$ cat src/rtl/bae_pkg.sv
// ----------------------------------------------------------------------------
// bae_pkg
// Shared sizes, the lane control bundle and mask width helpers for the
// button edge and auto-repeat block.
// ----------------------------------------------------------------------------
package bae_pkg;

    localparam int NUM_BUTTONS = 12;
    localparam int COUNT_WIDTH = 16;
    localparam int TIMING_W    = 16;
    localparam int MASK_W      = 12;
    localparam int ID_W        = 4;
    localparam int WIDE_W      = (COUNT_WIDTH > TIMING_W) ? COUNT_WIDTH : TIMING_W;
    localparam int DIV_W       = TIMING_W + 1;
    localparam int STEP_W      = $clog2(COUNT_WIDTH + 1);
    localparam int DATA_W      = 4 * MASK_W;

    // Broadcast from the sequencer to every lane.
    typedef struct packed {
        logic                frame_start;
        logic                step;
        logic [TIMING_W-1:0] start_frames;
        logic [TIMING_W-1:0] repeat_frames;
    } bae_lane_ctrl_t;

    // Button vector to the fixed 12-bit field: zero-extend or keep the low bits.
    function automatic logic [MASK_W-1:0] to_mask(input logic [NUM_BUTTONS-1:0] v);
        logic [MASK_W+NUM_BUTTONS-1:0] tmp;
        tmp = (MASK_W + NUM_BUTTONS)'(v);
        return tmp[MASK_W-1:0];
    endfunction

    // Fixed 12-bit field to the button vector.
    function automatic logic [NUM_BUTTONS-1:0] from_mask(input logic [MASK_W-1:0] v);
        logic [MASK_W+NUM_BUTTONS-1:0] tmp;
        tmp = (MASK_W + NUM_BUTTONS)'(v);
        return tmp[NUM_BUTTONS-1:0];
    endfunction

endpackage

$ cat src/rtl/bae_lane.sv
// ----------------------------------------------------------------------------
// bae_lane
// One button: hold counter, repeat timing and a bit-serial restoring
// remainder unit that decides the repeat trigger.
// ----------------------------------------------------------------------------
module bae_lane import bae_pkg::*; (
    input  logic           aclk,
    input  logic           aresetn,
    input  bae_lane_ctrl_t ctrl,
    input  logic           wr_en,
    input  logic           held,
    output logic           trig
);

    localparam logic [COUNT_WIDTH-1:0] COUNT_MAX = '1;

    logic [COUNT_WIDTH-1:0] count_reg, count_next;
    logic [TIMING_W-1:0]    start_reg;
    logic [TIMING_W-1:0]    period_reg;
    logic [COUNT_WIDTH-1:0] quo_reg, quo_next;
    logic [TIMING_W-1:0]    rem_reg, rem_next;
    logic                   first_reg;
    logic                   rep_ok_reg;

    logic                   adv;
    logic [WIDE_W-1:0]      t_wide;
    logic [WIDE_W-1:0]      s_wide;
    logic [WIDE_W-1:0]      diff;
    logic [DIV_W-1:0]       divisor;
    logic [DIV_W-1:0]       trial;
    logic [DIV_W-1:0]       sub;

    always_comb begin
        adv        = held && (count_reg != COUNT_MAX);
        count_next = held ? (adv ? count_reg + 1'b1 : count_reg) : '0;
        t_wide     = WIDE_W'(count_next);
        s_wide     = WIDE_W'(start_reg);
        diff       = t_wide - s_wide;
        divisor    = {1'b0, period_reg} + DIV_W'(1);
        // The remainder stays below the divisor, so it fits in TIMING_W bits.
        trial      = {rem_reg, quo_reg[COUNT_WIDTH-1]};
        sub        = trial - divisor;
        rem_next   = (trial >= divisor) ? sub[TIMING_W-1:0] : trial[TIMING_W-1:0];
        quo_next   = quo_reg << 1;
    end

    always_ff @(posedge aclk) begin
        if (!aresetn) begin
            count_reg  <= '0;
            start_reg  <= '0;
            period_reg <= '0;
            first_reg  <= 1'b0;
            rep_ok_reg <= 1'b0;
        end else begin
            if (wr_en) begin
                start_reg  <= ctrl.start_frames;
                period_reg <= ctrl.repeat_frames;
            end
            if (ctrl.frame_start) begin
                count_reg  <= count_next;
                first_reg  <= (count_next == COUNT_WIDTH'(1));
                rep_ok_reg <= adv && (period_reg != '0) && (t_wide > s_wide);
            end
        end
    end

    // Dividend and remainder carry no reset; they are loaded at every frame.
    always_ff @(posedge aclk) begin
        if (ctrl.frame_start) begin
            quo_reg <= diff[COUNT_WIDTH-1:0];
            rem_reg <= '0;
        end else if (ctrl.step) begin
            quo_reg <= quo_next;
            rem_reg <= rem_next;
        end
    end

    assign trig = first_reg || (rep_ok_reg && (rem_reg == '0));

endmodule

$ cat src/rtl/bae_merge.sv
// ----------------------------------------------------------------------------
// bae_merge
// Combines the lane triggers with the edge masks into one result and holds
// it in the output register until the receiver takes it.
// ----------------------------------------------------------------------------
module bae_merge import bae_pkg::*; (
    input  logic                   aclk,
    input  logic                   aresetn,
    input  logic                   load,
    input  logic [NUM_BUTTONS-1:0] cur,
    input  logic [NUM_BUTTONS-1:0] prev,
    input  logic [NUM_BUTTONS-1:0] trig,
    output logic                   free,
    output logic                   m_tvalid,
    input  logic                   m_tready,
    output logic [DATA_W-1:0]      m_tdata
);

    logic              valid_reg, valid_next;
    logic [DATA_W-1:0] data_reg, data_next;

    always_comb begin
        free       = !valid_reg || m_tready;
        valid_next = valid_reg && !m_tready;
        data_next  = data_reg;
        if (load) begin
            valid_next = 1'b1;
            data_next  = {to_mask(trig), to_mask(prev & ~cur),
                          to_mask(cur & ~prev), to_mask(cur)};
        end
    end

    always_ff @(posedge aclk) begin
        if (!aresetn) begin
            valid_reg <= 1'b0;
        end else begin
            valid_reg <= valid_next;
        end
    end

    always_ff @(posedge aclk) begin
        data_reg <= data_next;
    end

    assign m_tvalid = valid_reg;
    assign m_tdata  = data_reg;

endmodule

$ cat src/rtl/button_edge_and_auto_repeat.sv
// ----------------------------------------------------------------------------
// button_edge_and_auto_repeat
// Per-frame button edge detection with per-button auto-repeat triggers.
// ----------------------------------------------------------------------------
// Usage:
// The slave channel takes one transaction per item. With s_tuser low the
// item is a frame update whose s_tdata carries the held-button mask; with
// s_tuser high it sets the repeat start delay and period of one button and
// produces no result. Each frame update produces one master transaction
// with the held, pressed, released and trigger masks.
// Every button has its own lane with a hold counter and a bit-serial
// remainder unit; all lanes run at once. The remainder takes one
// dividend bit per cycle over the COUNT_WIDTH dividend bits; once it is
// done and the output register is free, the frame result is loaded into
// that register, which drives m_tvalid, and only then is the next item accepted.
// A set-repeat transaction leaves the block idle and ready for the next
// item.
// The result sits in an output register: while the receiver stalls, the
// block still accepts and works on the next item, and only holds that
// item's result until the register frees up.
// Reset (aresetn low, synchronous) clears all hold counters, timing
// settings (repeat disabled) and the remembered button masks.
// ----------------------------------------------------------------------------
module button_edge_and_auto_repeat import bae_pkg::*; (
    input  logic              aclk,
    input  logic              aresetn,
    input  logic              s_tvalid,
    output logic              s_tready,
    // s_tdata: button_mask[11:0], button_id[15:12], start_frames[31:16],
    //          repeat_frames[47:32]
    input  logic [47:0]       s_tdata,
    // s_tuser: cmd[0] (0 = frame update, 1 = set repeat timing)
    input  logic [0:0]        s_tuser,
    output logic              m_tvalid,
    input  logic              m_tready,
    // m_tdata: held_mask[11:0], pressed_mask[23:12], released_mask[35:24],
    //          trigger_mask[47:36]
    output logic [DATA_W-1:0] m_tdata
);

    typedef enum logic [1:0] {
        ST_IDLE,
        ST_RUN,
        ST_DONE
    } state_t;

    state_t                 state_reg, state_next;
    logic [STEP_W-1:0]      step_reg, step_next;
    logic [NUM_BUTTONS-1:0] cur_reg, cur_next;
    logic [NUM_BUTTONS-1:0] prev_reg, prev_next;

    logic                   accept;
    logic                   is_frame;
    logic                   is_timing;
    logic                   load;
    logic                   out_free;
    logic [NUM_BUTTONS-1:0] wr_sel;
    logic [NUM_BUTTONS-1:0] trig;
    logic [ID_W-1:0]        button_id;
    bae_lane_ctrl_t         lane_ctrl;

    assign s_tready  = (state_reg == ST_IDLE);
    assign accept    = s_tvalid && s_tready;
    assign is_frame  = accept && !s_tuser[0];
    assign is_timing = accept && s_tuser[0];
    assign button_id = s_tdata[15:12];
    assign load      = (state_reg == ST_DONE) && out_free;

    // A set-repeat transaction with an id beyond the last button selects no lane.
    always_comb begin
        for (int i = 0; i < NUM_BUTTONS; i++) begin
            wr_sel[i] = is_timing && (32'(button_id) == 32'(i));
        end
    end

    always_comb begin
        lane_ctrl.frame_start   = is_frame;
        lane_ctrl.step          = (state_reg == ST_RUN);
        lane_ctrl.start_frames  = s_tdata[31:16];
        lane_ctrl.repeat_frames = s_tdata[47:32];
    end

    // Sequencer: one frame start, COUNT_WIDTH remainder steps, then hand-off.
    always_comb begin
        state_next = state_reg;
        step_next  = step_reg;
        cur_next   = cur_reg;
        prev_next  = prev_reg;
        case (state_reg)
            ST_IDLE: begin
                if (is_frame) begin
                    prev_next  = cur_reg;
                    cur_next   = from_mask(s_tdata[MASK_W-1:0]);
                    step_next  = '0;
                    state_next = ST_RUN;
                end
            end
            ST_RUN: begin
                step_next = step_reg + 1'b1;
                if (step_reg == STEP_W'(COUNT_WIDTH - 1)) begin
                    state_next = ST_DONE;
                end
            end
            ST_DONE: begin
                if (out_free) begin
                    state_next = ST_IDLE;
                end
            end
            default: begin
                state_next = ST_IDLE;
            end
        endcase
    end

    always_ff @(posedge aclk) begin
        if (!aresetn) begin
            state_reg <= ST_IDLE;
            step_reg  <= '0;
            cur_reg   <= '0;
            prev_reg  <= '0;
        end else begin
            state_reg <= state_next;
            step_reg  <= step_next;
            cur_reg   <= cur_next;
            prev_reg  <= prev_next;
        end
    end

    for (genvar g = 0; g < NUM_BUTTONS; g++) begin : g_lane
        bae_lane u_lane (
            .aclk    (aclk),
            .aresetn (aresetn),
            .ctrl    (lane_ctrl),
            .wr_en   (wr_sel[g]),
            .held    (cur_next[g]),
            .trig    (trig[g])
        );
    end

    bae_merge u_merge (
        .aclk     (aclk),
        .aresetn  (aresetn),
        .load     (load),
        .cur      (cur_reg),
        .prev     (prev_reg),
        .trig     (trig),
        .free     (out_free),
        .m_tvalid (m_tvalid),
        .m_tready (m_tready),
        .m_tdata  (m_tdata)
    );

    // A frame transaction always starts the remainder sequence.
    a_frame_runs: assert property (@(posedge aclk) disable iff (!aresetn)
        is_frame |=> (state_reg == ST_RUN))
        else $error("frame transaction did not start the lanes");

    // A result is only loaded when the output register can take it.
    a_load_free: assert property (@(posedge aclk) disable iff (!aresetn)
        load |-> (!m_tvalid || m_tready))
        else $error("result loaded over a pending transaction");

    // A button can only trigger while it is held.
    a_trig_held: assert property (@(posedge aclk) disable iff (!aresetn)
        m_tvalid |-> ((m_tdata[47:36] & ~m_tdata[11:0]) == '0))
        else $error("trigger on a button that is not held");

    // Pressed buttons are held, and no button is both pressed and released.
    a_edges: assert property (@(posedge aclk) disable iff (!aresetn)
        m_tvalid |-> (((m_tdata[23:12] & ~m_tdata[11:0]) == '0)
                      && ((m_tdata[23:12] & m_tdata[35:24]) == '0)))
        else $error("inconsistent edge masks");

endmodule
$ cat config.mk
export PLATFORM = sky130hd
export DESIGN_NAME = button_edge_and_auto_repeat
export DESIGN_NICKNAME = d
export VERILOG_FILES = /design/src/rtl/bae_pkg.sv /design/src/rtl/bae_lane.sv /design/src/rtl/bae_merge.sv /design/src/rtl/button_edge_and_auto_repeat.sv
export SDC_FILE = /design/constraint.sdc
export NUM_CORES = 2
export LEC_CHECK = 0
export BUFFER_PORTS_ARGS = -buffer_cell sky130_fd_sc_hd__buf_2
export CAP_MARGIN = 20
export CORE_ASPECT_RATIO = 0.9
export CORE_MARGIN = 10
export CORE_UTILIZATION = 60
export DETAILED_ROUTE_END_ITERATION = 8
export GPL_TIMING_DRIVEN = 0
export PLACE_DENSITY = 0.81
export SLEW_MARGIN = 20
export SYNTH_ARGS = -nofsm -noshare
export SYNTH_HDL_FRONTEND = slang
export SYNTH_SLANG_ARGS = --single-unit
$ cat constraint.sdc
create_clock -name aclk -period 16 [get_ports aclk]
set_clock_uncertainty 0.15 [all_clocks]
set_input_delay 2.4 -clock aclk [delete_from_list [all_inputs] [get_ports aclk]]
set_output_delay 2.4 -clock aclk [all_outputs]
set_load 0.02 [all_outputs]
# After elaboration in Yosys (flattened, before gate mapping)
# Index checks and enable logic that the tools add are counted.
# Widths: inputs -> output; s select.
[op_classes]
bitwise_logic = 4
mux = 69
reduce_logical = 112
eq_ne = 41
addsub = 49
order_cmp = 24
[ops]
columns = ["op", "n"]
rows = [
  ["$mux 16", 60],
  ["$sub 16x16->16", 24],
  ["$add 16x1->17 const B", 12],
  ["$ge 17x17->1", 12],
  ["$add 16x1->16 const B", 12],
  ["$eq 16x1->1 const B", 12],
  ["$gt 16x16->1", 12],
  ["$logic_not 16->1", 12],
  ["$ne 16x16->1 const B", 12],
  ["$reduce_bool 16->1", 12],
  ["$logic_and 1x1->1", 65],
  ["$and 12x12->12", 2],
  ["$mux 12", 2],
  ["$not 12->12", 2],
  ["$eq 4x3->1 const B", 4],
  ["$eq 4x4->1 const B", 4],
  ["$logic_or 1x1->1", 13],
  ["$pmux 5 s2", 1],
  ["$eq 4x2->1 const B", 2],
  ["$mux 2", 3],
  ["$pmux 2 s3", 1],
  ["$add 5x1->5 const B", 1],
  ["$eq 5x4->1 const B", 1],
  ["$mux 5", 1],
  ["12 further kinds", 17],
]
[totals]
inputBits = 53
output_inout_bits = 50
regBits = 1064

# Depth between registers and ports, before layout
[depth]
ltp_word = 10
ltp_mapped = 19
mapped_depth_nobuf = 18

# Modules after synthesis
# Synthesis repeated with hierarchy kept, for this count alone.
[hier_totals]
cells_unflattened = 8042
area_unflattened_um2 = 71355.9
[by_module_without_submodules]
columns = ["module", "instances", "cells_each", "area_each_um2"]
rows = [
  ["bae_lane (g_lane[10].u_lane ...)", 8, 647, 5660.4],
  ["bae_lane (g_lane[0].u_lane ...)", 2, 662, 5790.6],
  ["bae_lane (g_lane[8].u_lane)", 1, 661, 5753.0],
  ["bae_lane (g_lane[9].u_lane)", 1, 655, 5731.7],
  ["bae_merge", 1, 76, 1640.3],
  ["button_edge_and_auto_repeat", 1, 150, 1366.3],
]

# Least setup slack after synthesis
# OpenSTA, ideal clock, no wires.
[synth_timing]
path_kind = "in2reg"
startpoint = "input port s_tuser"
endpoint = "register g_lane[0].u_lane.quo_reg[0], enable pin"
setup_slack_ns = 6.495
t_required_ns = 15.219
stages = 5
path_buffers = 2
t_arrival_ns = 8.723
path_cell_list = "nor4b_4 clkbuf_1 nor2_1 inv_1 clkbuf_1"
[synth_between]
elab_chain_len = 3
[synth_lines]
columns = ["element", "line_no", "text"]
rows = [
  ["from (decl)", "button_edge_and_auto_repeat.sv:33", "input logic [0:0] s_tuser,"],
  ["$logic_not 1->1", "button_edge_and_auto_repeat.sv:64", "assign is_frame = accept && !s_tuser[0];"],
  ["$logic_and 1x1->1", "button_edge_and_auto_repeat.sv:64", ""],
  ["$reduce_bool 2->1 (no source line)", "--", ""],
  ["to (signal assigned)", "bae_lane.sv:70", "quo_reg <= diff[COUNT_WIDTH-1:0];"],
  ["to (signal assigned)", "bae_lane.sv:73", "quo_reg <= quo_next;"],
  ["to (decl)", "bae_lane.sv:20", "logic [COUNT_WIDTH-1:0] quo_reg, quo_next;"],
]
# No other way between the ends.
# A chain may end at the register's enable or synchronous reset.

# Final worst setup path
[layout_timing]
startpoint = "input port s_tuser"
endpoint = "register g_lane[5].u_lane.quo_reg[15] (data pin)"
[layout_between]
elab_chain_len = 9
[layout_lines]
columns = ["element", "line_no", "text"]
rows = [
  ["$logic_not 1->1 (*)", "button_edge_and_auto_repeat.sv:64", ""],
  ["$logic_and 1x1->1 (*)", "button_edge_and_auto_repeat.sv:64", ""],
  ["$mux 12 (*)", "button_edge_and_auto_repeat.sv:91", "if (is_frame) begin"],
  ["$mux 12 (*)", "button_edge_and_auto_repeat.sv:89", "case (state_reg)"],
  ["$logic_and 1x1->1", "bae_lane.sv:34", "adv = held && (count_reg != COUNT_MAX);"],
  ["$mux 16", "bae_lane.sv:35", "count_next = held ? (adv ? count_reg + 1'b1 : count_reg) : '0;"],
  ["$mux 16 (*)", "bae_lane.sv:35", ""],
  ["via g_lane[5].u_lane.count_next[1]", "bae_lane.sv:17", "logic [COUNT_WIDTH-1:0] count_reg, count_next;"],
  ["$sub 16x16->16 (*)", "bae_lane.sv:38", "diff = t_wide - s_wide;"],
  ["$mux 16 (*)", "bae_lane.sv:69", "if (ctrl.frame_start) begin"],
  ["to (signal assigned)", "bae_lane.sv:70", ""],
  ["to (signal assigned)", "bae_lane.sv:73", ""],
  ["to (decl)", "bae_lane.sv:20", ""],
]
# The timed path passes the listed nets; every way through them passes the cells marked *.

==> summary.md <==
| Metric | Value |
|---|---|
| Status | `completed` |
| Share of layout cells above drive strength 1 | `5.34%` |
| PD cells | `138 nW/um^2` |
| Clk_lat worst skew | `about 760 ps` |
| Number of synthesized flops with an enable pin | `240` |
| Pwr Total | `about 10 mW` |
| First-pass GRT wire length | `344000 um` |
| Post-route minimum period | `7700 ps` |
| Synth area leader | `dfxtp_1` |
| Syn Area/Cell | `7.86 sq um` |
| Synth area leaders | `dfxtp_1, edfxtp_1, nand2_1` |
| CORE AREA | `about 110000 sq um` |
| GRT Total Usage | `35.5%` |
| Clock transition at path regs | `70 ps` |
| Initial Util | `about three fifths` |
| Sink Count | `between 1000 and 1500` |
| Peak VDD IR | `0.140 mV` |
| Final hold violations | `0` |
| Routability-driven placement congestion ratio | `about 1.0` |
| Mapped Area | `66500 sq um` |
| Post-CTS Hold Buffers | `0` |
| Routed via count | `approximately 65000` |
| RSZ-0062 raised after global routing | `false` |
| Prevailing post-synth register cell | `dfxtp_1` |
| Post-Syn Instances | `8462` |
| Ys Warns | `0` |
| Post-CTS setup buffer count | `0` |
| Nets | `9198` |
| Max-cap violations | `0` |
| GRT Max-Usage Layer | `met2` |
| Register area share after synthesis | `35.7%` |
| Die X | `between 300 and 400 um` |
| Iter 0 DRT Violations | `8747` |
| CTS root buf | `clkbuf_16` |
| Grt ovf | `0` |
| Core Rows | `115` |
| Setup crit end kind | `register` |
| Tcrit/Tclk final | `48.1%` |
| Num CTS Buffers | `111` |
| Yosys reg bits | `about 1100` |
| Final count of negative-setup-slack endpoints | `0` |
| Post-cts sizing count | `0` |
| Largest net degree at the start of global routing | `53` |
| CTS tree | `done` |
| DRC Markers | `0` |
| F_max | `0.130 GHz` |
| DRT Pass-1 Iters | `8` |
| DP Wirelength | `169000 um` |
| Worst slew pin tran | `1350 ps` |
| Remaining antenna violation count | `0` |
| Fin. max-slew vios | `0` |
| Die Y | `336 um` |
| LEAKAGE | `27.1 nW` |
| Final WL | `between 200000 and 250000 um` |
| Syn_nets | `8973` |
| Met2 usage | `roughly 52%` |
| Kind of launch point of the worst setup path | `input pin` |
| Ports | `103` |
| Netlist cell types | `98` |
| CP Data Required Time | `~16000 ps` |
| Most common cell in the synthesized netlist | `nand2_1` |
| Initial antenna violation count | `19` |
| Most common library cells after synthesis | `nand2_1, a21oi_1, dfxtp_1` |
| H-tree depth | `3` |
| Number of global-route vias before repair | `58153` |
| Crit path DAT | `approximately 8000 ps` |
| Synth-to-layout area growth | `9.84%` |
| Synth top area share | `~25%` |
| Kind of critical path | `input pin to register` |
| Avg Vias per Cell | `6.31` |
| Critical path peak fanout | `10` |
| Slew Limit Headroom | `slightly below 10%` |
| Setup TNS | `0 ps` |
| Per-cell routed wire length | `22.6 um` |
| Min-Delay Path Class | `register to register` |
| Met1 usage | `47.1%` |
| Number of port buffers | `between 90 and 100` |
| Die ar. | `125000 sq um` |
| Met3 Use GR | `10.5%` |
| Async SR Flop Fraction | `0%` |
| Max Root-Sink Buffers | `3` |
through the flow:
step	area, sq um	util [%]	hold slack [ps]	instances	setup WS (ps)
floorplan	66500	-	268	8462	6500
global placement	68800	62.8	289	10022	200
detailed placement	69200	63.1	296	10034	7980
CTS	73000	66.5	305	10243	8680
global route	73000	66.6	319	10248	8110
finish	73000	66.6	306	10258	8300
critical path: stages:
cell	delay, ps
buf_2	130
or4b_1	470
buf_2	320
buf_6	270
nand2_1	100
and2_1	120
clkbuf_1	280
buf_2	320
nor2_1	150
ha_1	320
nor2b_1	140
o21ai_0	110
a21boi_1	290
o31ai_1	140
a2111oi_1	730
nor3_1	160
o41ai_1	530
xnor2_1	100
o21ai_0	830
path summary, 6_finish.rpt:
check	startpoint	end	slack [ps]	depth (start not counted)
max	s_tuser	g_lane[5].u_lane.quo_reg[15]	8300	19
min	g_lane[4].u_lane.s_wide[2]	g_lane[4].u_lane.s_wide[2]	310	2
max reg2reg	state_reg[1]	g_lane[5].u_lane.quo_reg[15]	9650	18
min reg2reg	g_lane[4].u_lane.s_wide[2]	g_lane[4].u_lane.s_wide[2]	310	2
where the power goes:
group	switching [mW]	internal [mW]
registers	0.251	3.01
clock network	1.18	1.56
logic	2.28	1.78
kinds of logic (layout without fill, tap and decap cells):
family | Yosys count | in the layout | synth area share (%)
AO/OA/AOI/OAI | 1890 | 1890 | 16.8
XOR/XNOR | 588 | 588 | 7.75
flip-flops | 1064 | 1064 | 35.7
buffers and inverters | 764 | 1085 | 4.47
multiplexers | 168 | 168 | 2.53
adder cells (fa/ha/maj) | 461 | 461 | 8.94
AND/OR/NAND/NOR | 3527 | 3527 | 23.8
other | 0 | 13 | 0
routing by layer:
layer  vias to the layer above  part of all wire, %
met5                         -                0.033
met4                        10                  6.3
met3                       725                   13
met2                      3684                   41
met1                     30232                   40
li1                      30027                    -
area by class of cell:
class                      instances  area [sq um]
multi-input combinational       6634         39900
fill                            9234         36600
sequential                      1064         23700
clock buffer                     166          3340
tap                             1462          1830
buffer                           387          1630
inverter                         377          1420
timing repair buffer             112           771
clock inverter                    43           458
antenna                           13          32.5
placed cells by master (no fill, tap or decap), types with 26 or more instances in the layout:
cell / n
a211oi_1: 40
a21o_1: 105
a21oi_1: 832
a31oi_1: 60
and2_1: 26
and3_1: 95
and4_1: 30
buf_2: 130
clkbuf_1: 309
clkbuf_16: 118
clkbuf_2: 52
dfxtp_1: 824
edfxtp_1: 240
ha_1: 434
inv_1: 376
mux2i_1: 165
nand2_1: 1819
nand2b_1: 56
nand3_1: 261
nand4_1: 137
nor2_1: 542
nor2b_1: 83
nor3_1: 191
nor4_1: 113
o21a_1: 57
o21ai_0: 475
o21bai_1: 44
o31ai_1: 41
or3_1: 55
xnor2_1: 291
xor2_1: 297
Note: power is estimated with default switching activity, not from simulation.
